===== src/rtl/csd_pkg.sv =====
// ----------------------------------------------------------------------------
// csd_pkg - shared types and constants of the CTU split decision block
// Field widths, register map, back end states and the quadtree index helper.
// ----------------------------------------------------------------------------
package csd_pkg;

  localparam int UNIT_EDGE_DEF   = 64;
  localparam int DEPTH_LIMIT_DEF = 3;

  localparam int SAMPLE_W = 8;
  localparam int POS_W    = 6;
  localparam int SIZE_W   = 7;
  localparam int DEPTH_W  = 2;
  localparam int DC_W     = 8;
  localparam int COST_W   = 20;

  localparam int CFG_ADDR_W = 3;
  localparam int CFG_DATA_W = 32;

  // register index = paddr[2]
  localparam logic REG_MAX_SPLIT_DEPTH = 1'b0;
  localparam logic [DEPTH_W-1:0] MAX_SPLIT_DEPTH_RST = 2'd3;

  typedef enum logic [2:0] {
    BK_IDLE,
    BK_COST,
    BK_DRAIN,
    BK_CHECK,
    BK_READ,
    BK_OUT
  } back_state_e;

  typedef struct packed {
    logic [DC_W-1:0]   dc;
    logic [COST_W-1:0] cost;
  } node_t;

  typedef struct packed {
    logic cost_busy;
    logic tok_pop;
  } back_stat_t;

  typedef struct packed {
    logic               valid;
    logic [POS_W-1:0]   row;
    logic [POS_W-1:0]   col;
    logic [SIZE_W-1:0]  size;
    logic [DEPTH_W-1:0] depth;
    logic [DC_W-1:0]    dc;
    logic [COST_W-1:0]  cost;
    logic               last;
  } leaf_t;

  // Raster index of a level-k node from finest-grid coordinates.
  function automatic logic [5:0] node_idx(input int k, input int dl,
                                          input logic [2:0] r, input logic [2:0] c);
    logic [5:0] rs;
    logic [5:0] cs;
    rs = {3'b000, r} >> (dl - k);
    cs = {3'b000, c} >> (dl - k);
    return (rs << k) | cs;
  endfunction

endpackage


===== src/rtl/csd_tokq.sv =====
// ----------------------------------------------------------------------------
// csd_tokq - two entry unit token queue
// Carries the depth limit of each loaded unit from front end to back end.
// ----------------------------------------------------------------------------
module csd_tokq (
  input  logic                        clk_i,
  input  logic                        rst_ni,
  input  logic                        push_i,
  input  logic [csd_pkg::DEPTH_W-1:0] data_i,
  input  logic                        pop_i,
  output logic                        valid_o,
  output logic [csd_pkg::DEPTH_W-1:0] data_o
);
  import csd_pkg::*;

  logic [DEPTH_W-1:0] slot_q [2];
  logic               wp_q, wp_d, rp_q, rp_d;
  logic [1:0]         cnt_q, cnt_d;

  always_comb begin
    wp_d  = wp_q ^ push_i;
    rp_d  = rp_q ^ pop_i;
    cnt_d = cnt_q + 2'(push_i) - 2'(pop_i);
  end

  always_ff @(posedge clk_i or negedge rst_ni) begin
    if (!rst_ni) begin
      wp_q  <= 1'b0;
      rp_q  <= 1'b0;
      cnt_q <= 2'd0;
    end else begin
      wp_q  <= wp_d;
      rp_q  <= rp_d;
      cnt_q <= cnt_d;
    end
  end

  always_ff @(posedge clk_i) begin
    if (push_i) begin
      slot_q[wp_q] <= data_i;
    end
  end

  assign valid_o = (cnt_q != 2'd0);
  assign data_o  = slot_q[rp_q];

endmodule


===== config.mk =====
export PLATFORM = sky130hd
export DESIGN_NAME = csd_tokq
export DESIGN_NICKNAME = d
export VERILOG_FILES = /design/src/rtl/csd_pkg.sv /design/src/rtl/csd_tokq.sv
export SDC_FILE = /design/constraint.sdc
export NUM_CORES = 1
export LEC_CHECK = 0
export BUFFER_PORTS_ARGS = -buffer_cell sky130_fd_sc_hd__clkbuf_2
export CAP_MARGIN = 20
export CORE_AREA = 2 2 39 41
export DETAILED_ROUTE_END_ITERATION = 8
export DIE_AREA = 0 0 41 43
export GPL_TIMING_DRIVEN = 0
export RECOVER_POWER = 50
export REMOVE_ABC_BUFFERS = 1
export SYNTH_ARGS = -nofsm -noshare
export SYNTH_HDL_FRONTEND = slang
export SYNTH_SLANG_ARGS = --single-unit
export TNS_END_PERCENT = 30

===== constraint.sdc =====
create_clock -name clk_i -period 1.9 [get_ports clk_i]
set_input_delay 0.285 -clock clk_i [delete_from_list [all_inputs] [get_ports clk_i]]
set_output_delay 0.285 -clock clk_i [all_outputs]
set_load 0.02 [all_outputs]

Word-level counts from Yosys, hierarchy flattened
Memories as Yosys holds them, arrays and structs flattened. Index checks and enable logic that the tools add are counted.

Add/sub/neg operators: 2. Multiplexer cells: 2. Bitwise gates (word level): 2. Reductions and logical operators: 1.

Operators with widths (number): adder 2 x 1 -> 2 bit (1); 2-to-1 mux 1 bit (2); nonzero test 2 bit (1); subtractor 2 x 1 -> 2 bit (1); bitwise XOR 1 bit (2).

Flip-flop bits (word level): 4. Bits in writable memories: 4. Bits of input ports: 6. Memories kept: 1.

Memories: slot_q (words 2, bits a word 2, rd ports 1, clocked after memory_dff 0, wr ports 1, RTL line csd_tokq.sv:16) `logic [DEPTH_W-1:0] slot_q [2];`.

Logic depth before layout (Yosys ltp)
Depth in word-level cells: 2. Mapped depth: 5.

Worst setup path after synthesis
Ideal clock, no wire load.

Kind: register to register. Start: register cnt_q[0]. End: register cnt_q[1]. Arrival: 977 ps. Required time: 1765 ps. Setup slack: 787 ps. Cell stages (with the launch flop): 6. Path buffers: 0. Period minus slack after synthesis: 1113 ps. Cells stage by stage: dfrtp_1 inv_1 ha_1 inv_1 ha_1 xor3_1.

Cells in the longest elaborated chain, start to end: 2.

RTL lines: from (decl) (RTL line csd_tokq.sv:18) `logic [1:0] cnt_q, cnt_d;`; from (signal assigned) (RTL line csd_tokq.sv:34) `cnt_q <= cnt_d;`; adder 2 x 1 -> 2 bit (RTL line csd_tokq.sv:23) `cnt_d = cnt_q + 2'(push_i) - 2'(pop_i);`; subtractor 2 x 1 -> 2 bit (RTL line csd_tokq.sv:23); via cnt_d[1] (RTL line csd_tokq.sv:18).

The timed path passes the listed nets, and every way through them passes these cells.

Final worst setup path
Start: register rp_q. End: output data_o[0] (netlist name).

Cells in the longest elaborated chain, start to end: 1.

RTL lines: from (decl) (RTL line csd_tokq.sv:17) `logic wp_q, wp_d, rp_q, rp_d;`; from (signal assigned) (RTL line csd_tokq.sv:33) `rp_q <= rp_d;`; memory (2 x 2 bit); to (decl) (RTL line csd_tokq.sv:12) `output logic [csd_pkg::DEPTH_W-1:0] data_o`.

Every way passes these cells.

==> flow_metrics.tcl <==
set metrics [dict create \
    status "completed" \
    netlist_area_sq_um 346.6 \
    routed_wl_microns 515 \
    relSlewSlack_pct 84.71 \
    place_area_sq_um 406.6 \
    ios 9 \
    skew_ns 0.004479 \
    final_max_slew_viol_count 0 \
    worstPathRequired_ns 1.62 \
    n_antenna_cell 0 \
    tns_ns 0 \
    min_from "data_i[1]" \
    postLayoutCoreUtil_pct 31.74 \
    synth_warnings 0 \
    gp_congestion 0.6328 \
    synthMuxAreaShare_pct 6.498 \
    final_area_sq_um 439.2 \
    die_area_sq_um 1763 \
    crit_type "reg -> out" \
    cts-buffers-inserted 3 \
    clkTransAtPathRegs_ns 0.05 \
    path_max_fanout 3 \
    grt_pass1_wl_microns 917 \
    routedWlPerCell_microns 10.30 \
    synth_fa_ha_area_share_pct 14.44 \
    area_growth_pct 26.71 \
    leakage_nw 0.2096 \
    fmax_mhz 686.7 \
    via_count 200 \
    ys_types 8 \
    period_share_pct 76.64 \
    grt_pass1_vias 225 \
    synthSimpleGateAreaFrac_pct 1.805 \
    setup.worst_path.end_class "output port" \
    finalHoldViolCount 0 \
    reg2reg_slack_ns 0.74 \
    grt_start_max_net_pins 6 \
    htreeDepth 1 \
    worst_slew_pin_slew_ns 0.2294 \
    maxCapViolCount 0 \
    drcViolationCount 0 \
    synth_seq_area_share_pct 63.54 \
    cts-resized-gates 0 \
    cts-root-buf "clkbuf_4" \
    port_buffers 8 \
    ant_nets 0 \
    first_pass_iters 1 \
    clock_sinks 8 \
    yosys_register_bits 8 \
    die_w_microns 41 \
    critPathLaunch "rp_q" \
    crit_path_start_kind "flip-flop" \
    r2r_start "cnt_q[0]" \
    drive_gt1_share_pct 32.35 \
    vias_per_cell 4.000 \
    rows 14 \
    hold_class "in -> reg" \
    initial_utilization_pct 25.05 \
    dp_hpwl_microns 416.3 \
    insertion_delay_ns 0.25 \
    avgSynthCellArea_sq_um 16.50 \
    finalNetCount 45 \
    grt_usage_pct 8.896 \
    clock_path_buffers 2 \
    antenna_found_initial 0 \
    synth_top_family_by_area "adder cells" \
    core-area_sq_um 1384 \
    overflow 0 \
    hold_slack_ns 0.2238 \
    die_y_microns 43 \
    synth_cells 21 \
    first_iter_violations 0 \
    rsz0062_at_grt "no" \
    tritoncts "built" \
    synth-xor-area-share_pct 9.386 \
    synth_compound_area_share_pct 0 \
    min_period_ns 1.456 \
    critPathArrivalTime_ns 1.17 \
    ir_drop_mv 0.5163 \
    setup_violations 0 \
    power.density_nw_per_um2 1453 \
]
-- per-layer routing --
layer  part of all wire [%]  up-vias  GRT usage, %
met5                      0        -             0
met1                     36       88         8.191
met3                     11        5         6.283
li1                       -       95             -
met2                     49       12         12.19
met4                    3.7        0         8.000
-- Yosys cell counts --
cell type / instances / area share (%)
xor2_1: 1 / 2.5
or2_2: 1 / 1.8
ha_1: 4 / 14
inv_1: 4 / 4.3
edfxtp_1: 4 / 35
dfrtp_1: 4 / 29
xor3_1: 1 / 6.9
mux2_2: 2 / 6.5
-- report_power, final --
part	leakage (nW)	switching, mW	internal [mW]
clock	0.0150	0.0559	0.0802
combinational	0.110	0.102	0.116
sequential	0.0842	0.0363	0.248
total	0.210	0.194	0.444
-- critical path: stages (launching register included) --
cell and delay (ns):
dfrtp_1 0.41, mux2_2 0.36, clkbuf_2 0.15
-- cells by family (layout without fill, tap and decap cells) --
group	after synthesis	in the layout
fa+ha+maj	4	4
simple gates	1	1
buf+inv	4	17
xor+xnor	2	2
flops	8	8
mux	2	2
-- state kept, by name (all words and copies together) (netlist names) --
| register | count |
|---|---|
| slot_q | 4 |
| cnt_q | 2 |
| rp_q | 1 |
| wp_q | 1 |
-- cell type report --
type | instances | area [sq um]
multi-input combinational | 9 | 111.4
inverter | 4 | 15.01
fill | 136 | 944.7
sequential | 8 | 220.2
timing repair buffer | 9 | 46.29
tap | 16 | 20.02
clock buffer | 4 | 26.28
-- what timing repair did --
action,4_1_cts,5_1_grt
setup buffers,0,0
hold endpoints to repair,4,0
endpoints found under the setup margin,0,0
hold buffers,1,0
-- cells in the final DEF, fill, tap and decap left out --
cell type      n
clkbuf_2       5
inv_1          4
mux2_2         2
clkbuf_4       3
ha_1           4
dlygate4sd3_1  1
clkbuf_1       4
or2_2          1
xor2_1         1
xor3_1         1
edfxtp_1       4
dfrtp_1        4
-- per-stage QoR --
step | std cells | worst slack, ns | power [mW]
floorplan | 21 | 0.7874 | 0.4423
global placement | 45 | 0.7229 | 0.4857
detailed placement | 45 | 0.6862 | 0.5115
CTS | 50 | 0.4023 | 0.6545
global route | 50 | 0.3750 | 0.6994
finish | 50 | 0.4438 | 0.6383
-- worst paths after layout --
path / end / cells past startpoint
max in group asynchronous: cnt_q[0] / 2
setup reg to reg: cnt_q[1] / 5
setup / recovery: data_o[0] / 2
hold reg to reg: rp_q / 1
hold / removal: slot_q[1][1] / 1
min in group asynchronous: wp_q / 2
(Power assumes the default switching activity.)
