==> config.mk <==
export PLATFORM = sky130hd
export DESIGN_NAME = csd_ram
export DESIGN_NICKNAME = d
export VERILOG_FILES = /design/src/rtl/csd_ram.sv
export SDC_FILE = /design/constraint.sdc
export NUM_CORES = 1
export LEC_CHECK = 0
export ABC_AREA = 1
export BUFFER_PORTS_ARGS = -buffer_cell sky130_fd_sc_hd__buf_2
export CAP_MARGIN = 15
export CORE_MARGIN = 2
export CORE_UTILIZATION = 55
export CTS_CLUSTER_SIZE = 16
export DETAILED_ROUTE_END_ITERATION = 12
export GPL_TIMING_DRIVEN = 0
export PLACE_DENSITY = 0.74
export SYNTH_ARGS = -nofsm -noshare
export SYNTH_HDL_FRONTEND = slang
export SYNTH_SLANG_ARGS = --single-unit
==> constraint.sdc <==
create_clock -name clk_i -period 1.9 [get_ports clk_i]
set_input_delay 0.095 -clock clk_i [delete_from_list [all_inputs] [get_ports clk_i]]
set_output_delay 0.095 -clock clk_i [all_outputs]
set_load 0.005 [all_outputs]
==> src/rtl/csd_ram.sv <==
// ----------------------------------------------------------------------------
// csd_ram - generic simple dual port RAM
// One write port, one read port with registered read data.
// ----------------------------------------------------------------------------
module csd_ram #(
  parameter int WIDTH = 8,
  parameter int DEPTH = 64
) (
  input  logic                     clk_i,
  input  logic                     we_i,
  input  logic [$clog2(DEPTH)-1:0] waddr_i,
  input  logic [WIDTH-1:0]         wdata_i,
  input  logic [$clog2(DEPTH)-1:0] raddr_i,
  output logic [WIDTH-1:0]         rdata_o
);

  logic [WIDTH-1:0] mem_q [DEPTH];

  always_ff @(posedge clk_i) begin
    if (we_i) begin
      mem_q[waddr_i] <= wdata_i;
    end
    rdata_o <= mem_q[raddr_i];
  end

endmodule

; After elaboration in Yosys (flattened, before gate mapping)
; Memory sizes are Yosys's and may differ from the RTL's. A register that Yosys moved wholly into a read port is not among the register bits.
; Cells that the tools add are included.
; Widths: inputs -> output; s select.
[word_totals]
register_bits = 0
latch_bits = 0
ramBits = 512
romBits = 0
inputBits = 22
output_inout_bits = 8
elab_cells = 3
mem_count = 1
[op_classes]
addsub = 0
mul = 0
n_div = 0
magnitude_cmp = 0
n_eq_ne = 0
shift = 0
n_mux = 2
n_bitwise = 0
n_reduce_logical = 0
[mem_list]
columns = name, words, width, rd, rd_ports_with_merged_regs, write_ports, line_no
row1 = mem_q, 64, 8, 1, 1, 1, 17  ; logic [WIDTH-1:0] mem_q [DEPTH];
[ops]
columns = op, n
row1 = $mux 1, 2

; Depth between registers and ports, before layout
; Gate-level depths: netlist of run 1.
[depth]
ltp_word = 2
ltp_mapped = 12
depth_no_buf = 9

; Worst setup path after synthesis of run 1
; Ideal clock, no wire load.
[synth_timing]
path_type = input port to flip-flop
startpoint = in we_i
endpoint = mem mem_q[48][0], enable pin
setup_ns = 0.395
arrival_time_ns = 1.466
required_ns = 1.505
slack_ns = 0.039
path_stages = 3
cell_sequence = clkbuf_1 > nand4_1 > nor4_1
[synth_between]
elab_chain_len = 2
[synth_rtl]
columns = item, line_no
row1 = from (decl), 10  ; input logic we_i,
row2 = $mux 1, 20  ; if (we_i) begin
row3 = $mux 1 (not written as such), 21  ; mem_q[waddr_i] <= wdata_i;
row4 = to (decl), 17
; Every way passes these cells.

; Worst setup path in the final report of run 1
[layout_timing]
startpoint = in waddr_i[1]
endpoint = mem mem_q[25][3], enable pin
[layout_lines]
columns = item, line_no
row1 = from (decl), 11  ; input logic [$clog2(DEPTH)-1:0] waddr_i,
; No word-level cell before the write port.

==> flow_summary.json, run 1 <==
{
  "peakVddDrop_v": 0.0008405,
  "drv_cap": 0,
  "numCtsBuffers": 49,
  "vias_per_cell": 5.993,
  "postRouteAntennaNets": 0,
  "clkPwrFrac": 0.405,
  "arrival_ns": 2.36,
  "synthArstFlopShare": 0,
  "grt_overflow": 0,
  "nets": 1921,
  "start_util": 0.5547,
  "rsz0062_at_grt": "yes",
  "synth.mux.area_fraction": 0,
  "yosysSeqAreaShare": 0.7280,
  "grt_pass1_wl_um": 87450,
  "cellPowerDensity_mw_per_mm2": 1007,
  "grt_pass1_vias": 13710,
  "rr_worst_depth": 8,
  "die_height_um": 201.0,
  "die_x_um": 201.0,
  "clock_path_buffers": 3,
  "wirelength_um": 59500,
  "drt_iter0_drc": 1964,
  "grt_usage": 0.2966,
  "slew_viol_final": 0,
  "setup_viol": 80,
  "drc": 0,
  "synth_top_family_by_area": "simple AND/OR/NAND/NOR gates",
  "synth_fa_ha_area_frac": 0,
  "p_sw_mw": 5.457,
  "setup_slack_ns": -0.2699,
  "synth_warnings": 0,
  "synth_area_leaders": "edfxtp_1 72%, nand2_1 11%, nand3_1 10%, buf_6 1.8%, nor2_1 0.99%",
  "wl_per_cell_um": 24.20,
  "internal-power_mw": 18.83,
  "cp-end-kind": "register",
  "crit_start": "waddr_i[1]",
  "cts.sinks": 520,
  "holdCritPathClass": "in -> reg",
  "tns_ns": -8.594,
  "p_seq_frac": 0.524,
  "period_share": 1.142,
  "met1_length_um": 23280,
  "fmax_ghz": 0.4609,
  "top_layer": "met4",
  "coreArea_mm2": 0.03847,
  "yosys.area_share.simple": 0.2318,
  "p_leak_nw": 8.743,
  "dpl.hpwl_um": 40020,
  "synth.top_cell.area_share": 0.7205,
  "grt_max_degree": 65,
  "violations": "setup timing",
  "synth_ff_type": "edfxtp_1",
  "n_fill_cell": 2897,
  "finalPower_mw": 24.29,
  "ctsHtreeMaxLevel": 2,
  "cts.clk_slew.worst_paths_ns": 0.06,
  "synth_common_cells": "648 x nand2_1, 512 x edfxtp_1, 439 x nand3_1, 56 x nor2_1, 37 x buf_2",
  "synth_seq_cells": 520,
  "dr_wl_met3_um": 7028,
  "synth_edf_count": 512,
  "yosysMostFrequentCell": "nand2_1",
  "r2r_start": "mem_q[52][5]",
  "placement_rows": 72,
  "skew_ns": 0.008320,
  "synth.avg_cell_area_um2": 11.82,
  "cp-endpoint": "mem_q[25][3]",
  "clock_latency_ns": 0.57,
  "comb_power_share": 0.071,
  "port_buffers": 21,
  "relSlewSlack": 0.3231,
  "synth_xor_area_frac": 0,
  "reg2reg_to": "rdata_o[5]",
  "status": "finished with violations",
  "worst_pin_slew_ns": 1.012,
  "startpoint_type": "primary input",
  "syn_inst": 1805,
  "dr.pass1.iters": 6,
  "rrSetupSlack_ns": 0.41,
  "netlist_area_mm2": 0.02134,
  "routabilityCongestion": 0.9780,
  "cts_root_buf": "clkbuf_16",
  "critPathKind": "in -> reg",
  "io_pins": 30,
  "wl_met2_um": 27560,
  "antenna_found_initial": 2,
  "syn2layout_area_growth_pct": 13.02,
  "finalHoldViolCount": 0,
  "crit_fanout": 9,
  "syn_nets": 1827,
  "synth_area_leader_cell": "edfxtp_1",
  "tritoncts": "done",
  "synth_compound_area_frac": 0,
  "drive_above_1_share": 0.1258,
  "switching_share": 0.2247,
  "critical_path_required_ns": 2.09,
  "die_area_mm2": 0.04039,
  "synth_cell_types": 16,
  "period_minus_slack_ns": 2.170,
  "vias": 14740
}
## through the flow
| stage | cells | util | setup WS (ns) | instance area [um2] | hold WS (ns) |
|---|---|---|---|---|---|
| floorplan | 1805 | - | 0.03888 | 21340 | 0.1939 |
| global placement | 2344 | 0.5743 | -0.8227 | 22090 | 0.4725 |
| detailed placement | 2358 | 0.5805 | -0.8000 | 22330 | 0.4698 |
| CTS | 2449 | 0.6230 | -0.1019 | 23970 | 0.02951 |
| global route | 2457 | 0.6269 | -0.2056 | 24110 | 0.03334 |
| finish | 2459 | 0.6270 | -0.2699 | 24120 | 0.03875 |
## worst max-delay path, stage by stage
cell	delay, ns
clkbuf_1	0.21
inv_1	0.31
nand4_1	0.68
nor2_1	1.04
## worst min-delay path by stage
stage,startpoint,cells after the start,endpoint,slack (ns)
final,wdata_i[0],1,mem_q[58][0],0.04
after global routing,wdata_i[0],1,mem_q[59][0],0.03
after CTS,wdata_i[0],1,mem_q[58][0],0.03
after floorplan,wdata_i[0],0,mem_q[0][0],0.19
after global placement,rdata_o[6],1,rdata_o[6],0.47
after detailed placement,rdata_o[4],1,rdata_o[4],0.47
## power by group through the flow
| stage | Combinational [mW] | Sequential (mW) | Clock, mW |
|---|---|---|---|
| 3_3_place_gp | 1.59 | 13.0 | 0 |
| 3_5_place_dp | 1.66 | 13.0 | 0 |
| 4_1_cts | 1.67 | 12.7 | 9.85 |
| 2_1_floorplan | 0.892 | 13.0 | 0 |
| 5_1_grt | 1.85 | 12.7 | 10.3 |
| 6_report | 1.73 | 12.7 | 9.84 |
## layout by cell type, fill, tap and decap left out, types with 5 or more instances in the layout
cell type / instances
nand2_1: 648
edfxtp_1: 512
nand3_1: 439
buf_2: 58
clkbuf_16: 51
buf_6: 35
nor2_2: 28
buf_4: 26
nor2_1: 26
clkbuf_1: 25
clkinv_2: 14
inv_1: 10
buf_1: 10
nand4_1: 9
nor4_2: 8
dfxtp_1: 8
buf_12: 7
clkinv_1: 6
bufinv_16: 5
## timing repair
| action | CTS | global route |
|---|---|---|
| endpoints found under the hold margin | 0 | 24 |
| buffers inserted | 0 | 4 |
| gates resized for setup | 11 | 21 |
| endpoints found under the setup margin | 122 | 242 |
| pin swaps | 0 | 1 |
| hold buffers | 0 | 2 |
## cell families after synthesis
family | after synthesis
simple gates | 1160
flops | 520
buf+inv | 125
## area by class of cell
type                       count  area, um2  share of cell area
sequential                   520      15530              0.6441
multi-input combinational   1160       5081              0.2107
clock buffer                  63       1341             0.05561
buffer                       113      808.3             0.03351
tap                          518      648.1             0.02687
timing repair buffer          43      382.9             0.01587
clock inverter                28      266.5             0.01105
inverter                      12      50.05            0.002075
antenna                        2      5.005           0.0002075
## layer usage
| metal | vias to the layer above | GRT usage |
|---|---|---|
| met5 | - | 0 |
| met4 | 0 | 0.09074 |
| met3 | 113 | 0.06331 |
| met2 | 918 | 0.4601 |
| met1 | 7154 | 0.4258 |
| li1 | 6551 | - |
## sequential cells by signal, summed over array words and instances (netlist names)
signal,flops
mem_q,512
rdata_o,8
Power figures use the tool's default switching activity.
==> run 2, diff against run 1 <==
CTS_BUF_LIST = sky130_fd_sc_hd__clkbuf_2 sky130_fd_sc_hd__clkbuf_4 sky130_fd_sc_hd__clkbuf_8   (was not set)
==> run 2 against run 1 <==
Effect of this change: the run still ends with setup timing left; sequential share of layout area grew 0.13 points; power down 1.9%; sequential power hardly changed; core utilization is 0.13 points lower; die area stayed put; setup slack better by 0.13 ns; largest cell class unchanged.
==> flow_summary.json, run 2 (synthesis gave the netlist of run 1 again) <==
{
  "nets": 1949,
  "cellPowerDensity_mw_per_mm2": 989.8,
  "period_minus_slack_ns": 2.040,
  "clock_path_buffers": 3,
  "period_share": 1.074,
  "comb_power_share": 0.073,
  "switching_share": 0.2325,
  "routabilityCongestion": 0.9780,
  "drt_iter0_drc": 1917,
  "rsz0062_at_grt": "yes",
  "finalHoldViolCount": 0,
  "grt_max_degree": 65,
  "io_pins": 30,
  "setup_slack_ns": -0.1400,
  "seq_area_mm2": 0.01553,
  "path_cells": "clkbuf_1, inv_1, nand4_1, nor2_1",
  "clkPwrFrac": 0.393,
  "wl_per_cell_um": 23.84,
  "postRouteAntennaNets": 0,
  "die_height_um": 201.0,
  "crit_family": "simple AND/OR/NAND/NOR gates",
  "finalPower_mw": 23.82,
  "grt_usage": 0.2977,
  "violations": "setup timing",
  "p_seq_frac": 0.534,
  "holdCritPathClass": "in -> reg",
  "port_buffers": 21,
  "critical_path_required_ns": 2.15,
  "fmax_ghz": 0.4902,
  "peakVddDrop_v": 0.0007176,
  "cts_setup_buffers": 0,
  "cp-end-kind": "register",
  "grt_pass1_wl_um": 87460,
  "tritoncts": "done",
  "grt_overflow": 0,
  "multi_input_area_mm2": 0.005064,
  "numCtsBuffers": 79,
  "startpoint_type": "primary input",
  "status": "finished with violations",
  "post-place-ws_ns": -0.8000,
  "drive_above_1_share": 0.1411,
  "regMostFlops": "mem_q",
  "p_leak_nw": 8.774,
  "arrival_ns": 2.29,
  "vias_per_cell": 5.903,
  "antenna_found_initial": 1,
  "final_common_cell": "nand2_1",
  "worst_pin_slew_ns": 0.9498,
  "clock_latency_ns": 0.64,
  "holdWs_ns": 0.02988,
  "slew_viol_final": 0,
  "n_fill_cell": 2935,
  "cts.sinks": 520,
  "vias": 14780,
  "dpl.hpwl_um": 40020,
  "max_stage_delay_ns": 0.96,
  "relSlewSlack": 0.3644,
  "start_util": 0.5547,
  "setup_viol": 77,
  "placement_rows": 72,
  "critPathKind": "in -> reg",
  "drv_cap": 0,
  "largest_registers": "mem_q (512), rdata_o (8)",
  "syn2layout_area_growth_pct": 12.79,
  "wirelength_um": 59660,
  "largest_reg_flops": 512,
  "cts_root_buf": "clkbuf_8",
  "cts.clk_slew.worst_paths_ns": 0.07,
  "path_buf_inv": 2,
  "grt_pass1_vias": 13870,
  "die_x_um": 201.0,
  "tns_ns": -5.830,
  "p_sw_mw": 5.540,
  "skew_ns": 0.04073,
  "coreArea_mm2": 0.03847,
  "dr.pass1.iters": 5,
  "utilization": 0.6257,
  "crit_slowest_cell": "nor2_1",
  "die_area_mm2": 0.04039,
  "ctsHtreeMaxLevel": 3,
  "crit_fanout": 9,
  "final_cell_mix": "648 x nand2_1, 512 x edfxtp_1, 439 x nand3_1, 86 x clkbuf_8, 58 x buf_2",
  "internal-power_mw": 18.29,
  "drc": 0
}
-- run 2: power by group through the flow --
stage / Sequential (mW) / Clock (mW) / Combinational (mW)
after floorplan: 13.0 / 0 / 0.892
after global placement: 13.0 / 0 / 1.59
after detailed placement: 13.0 / 0 / 1.66
after CTS: 12.7 / 9.40 / 1.67
after global routing: 12.7 / 9.90 / 1.84
final: 12.7 / 9.37 / 1.73
-- run 2: per-layer routing --
metal  GRT usage  part of all wire  vias up
li1            -                 -     6607
met3     0.06899              0.12      132
met5           0                 0        -
met2      0.4575              0.46      922
met1      0.4210              0.39     7114
met4      0.1069             0.031        0
-- run 2: worst register-to-register path: cells and delay by family (launching register included) --
kind             cells  cell delay (ns)
and+or+nand+nor      8             0.96
DFF                  1             0.37
-- run 2: worst paths after layout --
check	start	slack, ns	to	depth (start not counted)
setup / recovery	waddr_i[0]	-0.14	mem_q[42][1]	4
hold / removal	wdata_i[6]	0.03	mem_q[13][6]	1
setup reg to reg	mem_q[52][5]	0.40	rdata_o[5]	8
hold reg to reg	mem_q[16][3]	0.93	rdata_o[3]	8
-- run 2: through the flow --
stage               area [um2]  std cells
global route             24070       2502
finish                   24070       2503
CTS                      23960       2498
global placement         22090       2344
detailed placement       22330       2358
floorplan                21340       1805
-- run 2: cell type report --
cell class                      instances  area share
Clock inverter                         31     0.01029
Buffer                                113     0.03358
Sequential cell                       520      0.6454
Tap cell                              518     0.02693
Multi-Input combinational cell       1160      0.2104
Timing Repair Buffer                   41     0.01549
Inverter                               12    0.002079
Clock buffer                          107     0.05573
Antenna cell                            1   0.0001040
-- run 2: repair_timing --
item	4_1_cts	5_1_grt
gates resized for setup	8	17
hold endpoints to repair	16	28
hold buffers	2	2
endpoints found under the setup margin	58	161
