$ cat src/rtl/csd_pkg.sv
// ----------------------------------------------------------------------------
// csd_pkg - shared types and constants of the CTU split decision block
// Field widths, register map, back end states and the quadtree index helper.
// ----------------------------------------------------------------------------
package csd_pkg;

  localparam int UNIT_EDGE_DEF   = 64;
  localparam int DEPTH_LIMIT_DEF = 3;

  localparam int SAMPLE_W = 8;
  localparam int POS_W    = 6;
  localparam int SIZE_W   = 7;
  localparam int DEPTH_W  = 2;
  localparam int DC_W     = 8;
  localparam int COST_W   = 20;

  localparam int CFG_ADDR_W = 3;
  localparam int CFG_DATA_W = 32;

  // register index = paddr[2]
  localparam logic REG_MAX_SPLIT_DEPTH = 1'b0;
  localparam logic [DEPTH_W-1:0] MAX_SPLIT_DEPTH_RST = 2'd3;

  typedef enum logic [2:0] {
    BK_IDLE,
    BK_COST,
    BK_DRAIN,
    BK_CHECK,
    BK_READ,
    BK_OUT
  } back_state_e;

  typedef struct packed {
    logic [DC_W-1:0]   dc;
    logic [COST_W-1:0] cost;
  } node_t;

  typedef struct packed {
    logic cost_busy;
    logic tok_pop;
  } back_stat_t;

  typedef struct packed {
    logic               valid;
    logic [POS_W-1:0]   row;
    logic [POS_W-1:0]   col;
    logic [SIZE_W-1:0]  size;
    logic [DEPTH_W-1:0] depth;
    logic [DC_W-1:0]    dc;
    logic [COST_W-1:0]  cost;
    logic               last;
  } leaf_t;

  // Raster index of a level-k node from finest-grid coordinates.
  function automatic logic [5:0] node_idx(input int k, input int dl,
                                          input logic [2:0] r, input logic [2:0] c);
    logic [5:0] rs;
    logic [5:0] cs;
    rs = {3'b000, r} >> (dl - k);
    cs = {3'b000, c} >> (dl - k);
    return (rs << k) | cs;
  endfunction

endpackage

$ cat src/rtl/csd_ram.sv
// ----------------------------------------------------------------------------
// csd_ram - generic simple dual port RAM
// One write port, one read port with registered read data.
// ----------------------------------------------------------------------------
module csd_ram #(
  parameter int WIDTH = 8,
  parameter int DEPTH = 64
) (
  input  logic                     clk_i,
  input  logic                     we_i,
  input  logic [$clog2(DEPTH)-1:0] waddr_i,
  input  logic [WIDTH-1:0]         wdata_i,
  input  logic [$clog2(DEPTH)-1:0] raddr_i,
  output logic [WIDTH-1:0]         rdata_o
);

  logic [WIDTH-1:0] mem_q [DEPTH];

  always_ff @(posedge clk_i) begin
    if (we_i) begin
      mem_q[waddr_i] <= wdata_i;
    end
    rdata_o <= mem_q[raddr_i];
  end

endmodule

$ cat src/rtl/csd_front.sv
// ----------------------------------------------------------------------------
// csd_front - sample loader and DC former
// Writes samples to the store and forms the DC of every quadtree block.
// ----------------------------------------------------------------------------
module csd_front #(
  parameter int UNIT_EDGE   = csd_pkg::UNIT_EDGE_DEF,
  parameter int DEPTH_LIMIT = csd_pkg::DEPTH_LIMIT_DEF
) (
  input  logic                                 clk_i,
  input  logic                                 rst_ni,
  input  logic                                 accept_i,
  input  logic [csd_pkg::SAMPLE_W-1:0]         sample_i,
  output logic                                 smp_we_o,
  output logic [2*$clog2(UNIT_EDGE)-1:0]       smp_waddr_o,
  output logic [csd_pkg::SAMPLE_W-1:0]         smp_wdata_o,
  output logic                                 unit_end_o,
  input  logic [DEPTH_LIMIT-1:0]               dc_row_i,
  input  logic [DEPTH_LIMIT-1:0]               dc_col_i,
  output logic [DEPTH_LIMIT:0][csd_pkg::DC_W-1:0] dc_o
);
  import csd_pkg::*;

  localparam int LOG2E = $clog2(UNIT_EDGE);
  localparam int AW    = 2 * LOG2E;
  localparam int DL    = DEPTH_LIMIT;
  localparam int NCOL  = 1 << DL;
  localparam int FIW   = 2 * DL;
  localparam int CIW   = (DL > 1) ? 2 * (DL - 1) : 1;
  localparam int NCRS  = 1 << CIW;
  localparam int SUM_W = SAMPLE_W + AW;

  logic [AW-1:0]    cnt_q, cnt_d;
  logic [LOG2E-1:0] row, col;
  logic [DL-1:0]    row_f, col_f;

  logic [SUM_W-1:0] acc_q [DL+1][NCOL];
  logic [SUM_W-1:0] acc_d [DL+1][NCOL];
  logic [DC_W-1:0]  dcc_q [DL][NCRS];
  logic [DC_W-1:0]  dcr_q [DL];
  logic [DC_W-1:0]  fine_rd;

  logic             done [DL+1];
  logic [DL-1:0]    ci   [DL+1];
  logic [SUM_W-1:0] sum  [DL+1];
  logic [DC_W-1:0]  dcv  [DL+1];
  logic [5:0]       idx  [DL+1];
  logic [5:0]       ridx [DL+1];
  logic [LOG2E-1:0] mask;

  assign row   = cnt_q[AW-1:LOG2E];
  assign col   = cnt_q[LOG2E-1:0];
  assign row_f = row[LOG2E-1 -: DL];
  assign col_f = col[LOG2E-1 -: DL];

  always_comb begin
    mask = '0;
    for (int k = 0; k <= DL; k++) begin
      mask    = LOG2E'((1 << (LOG2E - k)) - 1);
      done[k] = ((row & mask) == mask) && ((col & mask) == mask);
      ci[k]   = col_f >> (DL - k);
      sum[k]  = acc_q[k][ci[k]] + SUM_W'(sample_i);
      dcv[k]  = DC_W'(sum[k] >> (2 * (LOG2E - k)));
      idx[k]  = node_idx(k, DL, 3'(row_f), 3'(col_f));
      ridx[k] = node_idx(k, DL, 3'(dc_row_i), 3'(dc_col_i));
    end
  end

  always_comb begin
    cnt_d = cnt_q;
    acc_d = acc_q;
    if (accept_i) begin
      cnt_d = cnt_q + AW'(1);
      for (int k = 0; k <= DL; k++) begin
        acc_d[k][ci[k]] = done[k] ? '0 : sum[k];
      end
    end
  end

  always_ff @(posedge clk_i or negedge rst_ni) begin
    if (!rst_ni) begin
      cnt_q <= '0;
      for (int k = 0; k <= DL; k++) begin
        for (int j = 0; j < NCOL; j++) begin
          acc_q[k][j] <= '0;
        end
      end
    end else begin
      cnt_q <= cnt_d;
      acc_q <= acc_d;
    end
  end

  // coarse level DCs in flops, read port registered to match the RAM
  always_ff @(posedge clk_i) begin
    for (int k = 0; k < DL; k++) begin
      if (accept_i && done[k]) begin
        dcc_q[k][idx[k][CIW-1:0]] <= dcv[k];
      end
      dcr_q[k] <= dcc_q[k][ridx[k][CIW-1:0]];
    end
  end

  csd_ram #(
    .WIDTH (DC_W),
    .DEPTH (1 << FIW)
  ) u_dc_ram (
    .clk_i   (clk_i),
    .we_i    (accept_i && done[DL]),
    .waddr_i (idx[DL][FIW-1:0]),
    .wdata_i (dcv[DL]),
    .raddr_i ({dc_row_i, dc_col_i}),
    .rdata_o (fine_rd)
  );

  always_comb begin
    for (int k = 0; k < DL; k++) begin
      dc_o[k] = dcr_q[k];
    end
    dc_o[DL] = fine_rd;
  end

  assign smp_we_o    = accept_i;
  assign smp_waddr_o = cnt_q;
  assign smp_wdata_o = sample_i;
  assign unit_end_o  = accept_i && (&cnt_q);

endmodule

$ cat config.mk
export PLATFORM = sky130hd
export DESIGN_NAME = csd_front
export DESIGN_NICKNAME = d
export VERILOG_FILES = /design/src/rtl/csd_pkg.sv /design/src/rtl/csd_ram.sv /design/src/rtl/csd_front.sv
export SDC_FILE = /design/constraint.sdc
export NUM_CORES = 1
export LEC_CHECK = 0
export BUFFER_PORTS_ARGS = -buffer_cell sky130_fd_sc_hd__clkbuf_2
export CAP_MARGIN = 20
export CORE_MARGIN = 2
export CORE_UTILIZATION = 55
export CTS_CLUSTER_SIZE = 14
export DETAILED_ROUTE_END_ITERATION = 10
export GPL_ROUTABILITY_DRIVEN = 0
export GPL_TIMING_DRIVEN = 0
export MAX_ROUTING_LAYER = met4
export PLACE_DENSITY = 0.71
export SYNTH_ARGS = -nofsm -noshare
export SYNTH_HDL_FRONTEND = slang
export SYNTH_SLANG_ARGS = --single-unit
$ cat constraint.sdc
create_clock -name clk_i -period 7.4 [get_ports clk_i]
set_input_delay 1.48 -clock clk_i [delete_from_list [all_inputs] [get_ports clk_i]]
set_output_delay 1.48 -clock clk_i [all_outputs]
set_load 0.03 [all_outputs]
Word-level counts from Yosys, hierarchy flattened

Memories as Yosys holds them, arrays and structs flattened. A register that Yosys moved wholly into a read port is not among the register bits.
Index checks and enable logic that the tools add are counted.

Latch bits: 0
Memories: 3
Register bits: 512
RAM bits: 920
Input bits: 17
Memory bits (read-only): 0
Output and inout bits: 54
Word-level logic and storage cells: 121

Memory list:

| name           | depth | bits a word | read ports | clocked after Yosys merged registers in | write ports | line            | source |
|---|---|---|---|---|---|---|---|
| u_dc_ram.mem_q | 64    | 8           | 1          | 1                                       | 1           | csd_ram.sv:17   | `logic [WIDTH-1:0] mem_q [DEPTH];` |
| dcc_q          | 3     | 128         | 3          | 0                                       | 3           | csd_front.sv:38 | `logic [DC_W-1:0] dcc_q [DL][NCRS];` |
| dcr_q          | 3     | 8           | 3          | 0                                       | 3           | csd_front.sv:39 | `logic [DC_W-1:0] dcr_q [DL];` |

Divide/modulo/power cells: 0
Multiply operators: 0
Mux-type cells: 40
Equal/unequal tests: 8
Shift-type cells: 0
$lt $le $gt $ge: 12
Reductions and logical operators: 15
Bitwise logic cells: 12
$add $sub $neg: 5

Operators with widths:

| kind                                                       | number |
|---|---|
| bitwise mux 160 bit                                        | 3 |
| two-way mux 20 bit                                         | 13 |
| two-way mux 128 bit                                        | 2 |
| binary-select mux 20 bit (select 3 bit)                    | 3 |
| demux 20 bit (select 3 bit)                                | 3 |
| adder 20 x 8 -> 20 bit                                     | 4 |
| binary-select mux 8 bit (select 4 bit)                     | 2 |
| demux 8 bit (select 4 bit)                                 | 2 |
| two-way mux 8 bit                                          | 6 |
| >= comparator 5 bit, second input constant                 | 4 |
| NOT 4 -> 5 bit                                             | 3 |
| logical AND 1 bit                                          | 14 |
| adder 12 x 1 -> 12 bit, second input constant              | 1 |
| == test 6 bit, second input constant                       | 2 |
| >= comparator 4 bit, second input constant                 | 3 |
| less-than comparator 4 x 1 -> 1 bit, second input constant | 3 |
| AND reduction 12 bit                                       | 1 |
| == test 5 bit, second input constant                       | 2 |
| less-than comparator 5 x 1 -> 1 bit, second input constant | 2 |
| == test 4 bit, second input constant                       | 2 |
| OR 4 x 2 -> 4 bit                                          | 2 |
| == test 3 bit, second input constant                       | 2 |
| two-way mux 1 bit                                          | 6 |
| OR 6 x 3 -> 6 bit                                          | 1 |
| 5 further kinds                                            | 6 |

Longest topological paths before layout

Word-level depth: 7
Gate-level depth with buffers: 16
Depth with buffers taken out: 11

By module

From an unflattened synthesis, not the netlist that was laid out.

Cell total of the unflattened synthesis: 2467
Area total of the unflattened synthesis: 39765.6 sq um

By module, submodules not included:

| module    | area an instance (sq um) | cells an instance | sequential area each (sq um) | instances |
|---|---|---|---|---|
| csd_ram   | 20166.8                  | 940               | 15534.9                      | 1 |
| csd_front | 19598.8                  | 1527              | 11631.2                      | 1 |

Worst setup path before layout

No wires, ideal clock.

Path type: register to register
Start point: reg cnt_q[4], in the netlist smp_waddr_o[4]
End point: reg acc_q[108] (netlist name)
Stages on the path, launching flop included: 16
Setup time: 0.096 ns
Period minus slack after synthesis: 5.616 ns
Slack: 1.784 ns
Arrival: 5.521 ns
Buffers on the path: 5
Required time: 7.304 ns
Path through: dfrtp_1 > buf_4 > buf_2 > buf_2 > buf_2 > buf_2 > nor2_1 > a221oi_1 > o21ai_0 > ha_1 > a21o_1 > o22a_1 > o41ai_2 > xnor2_1 > nand2_1 > o21ai_0

RTL lines:

| item                           | line            | source |
|---|---|---|
| start: declaration             | csd_front.sv:32 | `logic [AW-1:0] cnt_q, cnt_d;` |
| start signal: assignment       | csd_front.sv:88 | `cnt_q <= cnt_d;` |
| end signal: indexed assignment | csd_front.sv:84 | `acc_q[k][j] <= '0;` |
| end signal: assignment         | csd_front.sv:89 | `acc_q <= acc_d;` |
| end: declaration               | csd_front.sv:36 | `logic [SUM_W-1:0] acc_q [DL+1][NCOL];` |

==> impl_results.md <==
* Die area at 0.0744 sq mm
* Initial antenna violation count at 1
* Largest net degree at the start of global routing at 109
* Status: finished clean
* Number of global-route vias before repair at 23900
* WS Path Type: register to register
* Most common cell in the netlist: edfxtp_1
* Max clock buf depth at 3
* WHS Path Cells at 0
* Root Buffer: clkbuf_16
* Yosys warning count at 0
* Worst r2r path cells at 15
* Min Tclk post-route at 6.16 ns
* Commonest cells in the netlist: edfxtp_1, nand2_1, dfrtp_1
* CTS buffer count at 95
* M1 WL at 38600 um
* Mapped cell area at 0.0397 sq mm
* Setup Skew at 0.0328 ns
* DR top layer: met4
* # DRC at 0
* DIE HEIGHT at 273 um
* DR WL met3 at 8950 um
* Dominant cell type by area after synthesis: edfxtp_1
* Worst min path class: register to register
* Cell Area, Placed at 0.0416 sq mm
* Die Wd at 273 um
* Worst slew pin tran at 1.06 ns
* Register area share after synthesis at 68.4%
* Routed wire length at 101000 um
* Main flop type after synthesis: edfxtp_1
* Initial Utilization at 55.6%
* Antenna Nets Post-Route at 0
* WL met2 at 49600 um
* Syn_nets at 2492
* First-pass DRT Iterations at 6
* Worst relative slew slack at 29.3%
* Largest fanout on the critical path at 36
* VDD IR max at 286 uV
* Period utilisation layout at 83.2%
* Number of diodes at 0
* Total power at 18000 uW
* EDFF count, synth at 680
* Io pins at 71
* Post-route cell area at 0.0448 sq mm
* Crit end category: register
* H-tree Lvls at 3
* I/O Buffers at 67
* Reg clk slew, reported paths at 0.06 ns
* Layout cell share with drive strength beyond 1 at 21.8%
* 1st-iter DRT viols at 2482
* RSZ-0062 raised after global routing: false
* Via count at 23600
* Yosys cell types at 74
* Avg Inst Size Synth at 16.3 sq um
* Vias/cell at 6.43
* Startpoint Class: register
* Pwr dens at 401 mW/mm^2
* Final setup viols at 0
* Global-route wire length before repair at 152000 um
* WP data required at 7.79 ns
* Layout Nets at 2691
* Drt wl/cell at 27.4 um
* Leak at 0.0156 uW
* Fmax at 0.162 GHz
* Cts hold-fix bufs at 0
* Post_cts resized at 0
* Dpl hpwl at 66500 um
* Asr flop ratio synth at 25.5%
* CORE AREA at 0.0715 sq mm
* Post-CTS Setup Bufs at 0
* Largest cells by area after synthesis: edfxtp_1, dfrtp_1, mux4_2, nand2_1, o21ai_0
* Layout area overhead at 12.9%
* Post-synth top area share at 51.4%
* Clock Latency Late Sink at 0.66 ns
* FP Rows at 98
* Total GRT Usage at 28.4%
* Cell count after synthesis at 2436
* Max-cap viol count at 0
* CTS tree: done
* Final Hold Vio Count at 0
* GR Overflow Total at 0
* CP arrival at 6.55 ns
* Clock Sinks at 956
* Flops & latches, synth at 956
* Slew Limit Fails at 0
## power breakdown
| part | total (uW) | switching [uW] | internal [uW] |
|---|---|---|---|
| registers | 7690 | 294 | 7390 |
| clock network | 4800 | 2050 | 2750 |
| logic | 5490 | 3710 | 1780 |
## flip-flops by register name (all words and copies together), names as in the netlist
register	count
u_dc_ram.mem_q	512
u_dc_ram.rdata_o	8
dcr_q	24
smp_waddr_o	12
acc_q	232
dcc_q	168
## layout make-up
class / instances / area, sq um
sequential: 956 / 27200
multi-input combinational: 1320 / 11800
fill: 4984 / 26700
inverter: 13 / 48.8
clock inverter: 58 / 556
tap: 950 / 1190
timing repair buffer: 102 / 774
buffer: 147 / 682
clock buffer: 120 / 2570
## stage by stage
step / util, % / cells / setup WS [ns] / setup TNS, ns / hold WS (ns)
after global routing: 62.7 / 3666 / 1.01 / 0 / 0.348
after floorplan: - / 2436 / 1.78 / 0 / 0.323
after global placement: 57.7 / 3453 / -1.47 / -117.52 / 0.329
after CTS: 62.6 / 3659 / 1.24 / 0 / 0.342
after detailed placement: 58.2 / 3481 / 1.27 / 0 / 0.330
final: 62.7 / 3666 / 1.24 / 0 / 0.340
## cells in the final DEF (no fill, tap or decap), types with 37 or more instances in the layout
| cell | instances |
|---|---|
| dfrtp_1 | 244 |
| o31ai_1 | 40 |
| clkbuf_1 | 99 |
| nand2_1 | 268 |
| clkbuf_2 | 66 |
| nor2_1 | 127 |
| clkbuf_16 | 96 |
| o21ai_0 | 134 |
| mux4_2 | 239 |
| a21oi_1 | 54 |
| edfxtp_1 | 680 |
| xnor2_1 | 37 |
## kinds of logic after synthesis
kind of cell | after synthesis | synth area share [%]
DFF | 956 | 68.4
and+or+nand+nor | 549 | 6.12
AOI/OAI and AO/OA | 389 | 6.18
muxes | 281 | 14.7
buffers and inverters | 160 | 1.84
xor gates and xnor gates | 62 | 1.44
adders and majority gates | 39 | 1.30
## worst paths after layout
kind / slack, ns / start / to
worst min-delay path: 0.34 / dcc_q[0][122]$_DFFE_PP_ / dcr_q[0][2]$_DFF_P_
max in group asynchronous: 5.71 / rst_ni / acc_q[132]$_DFFE_PN0P_
worst max register to register: 1.24 / smp_waddr_o[4]$_DFFE_PN0P_ / u_dc_ram.mem_q[5][4]$_DFFE_PP_
worst min register to register: 0.34 / dcc_q[0][122]$_DFFE_PP_ / dcr_q[0][2]$_DFF_P_
min in group asynchronous: 0.77 / rst_ni / acc_q[639]$_DFFE_PN0P_
worst max-delay path: 1.24 / smp_waddr_o[4]$_DFFE_PN0P_ / u_dc_ram.mem_q[5][4]$_DFFE_PP_
## worst max-delay path, cell delays in order (launching register included)
cell	delay, ns
dfrtp_1	0.51
buf_4	0.31
buf_2	0.36
buf_2	0.37
buf_2	0.40
buf_2	0.34
mux2_2	0.39
ha_1	0.22
fa_1	0.48
a211oi_1	0.36
nor2_1	0.12
o41ai_2	0.70
nor3b_2	0.15
xor2_2	0.49
inv_2	0.37
buf_12	0.28
## per-layer routing
layer	global-route usage, %	vias up
met3	5.03	227
met5	-	-
met1	37.6	12100
li1	-	9900
met2	44.8	1293
met4	10.0	0
No activity file was read; power rests on OpenSTA's default activity.
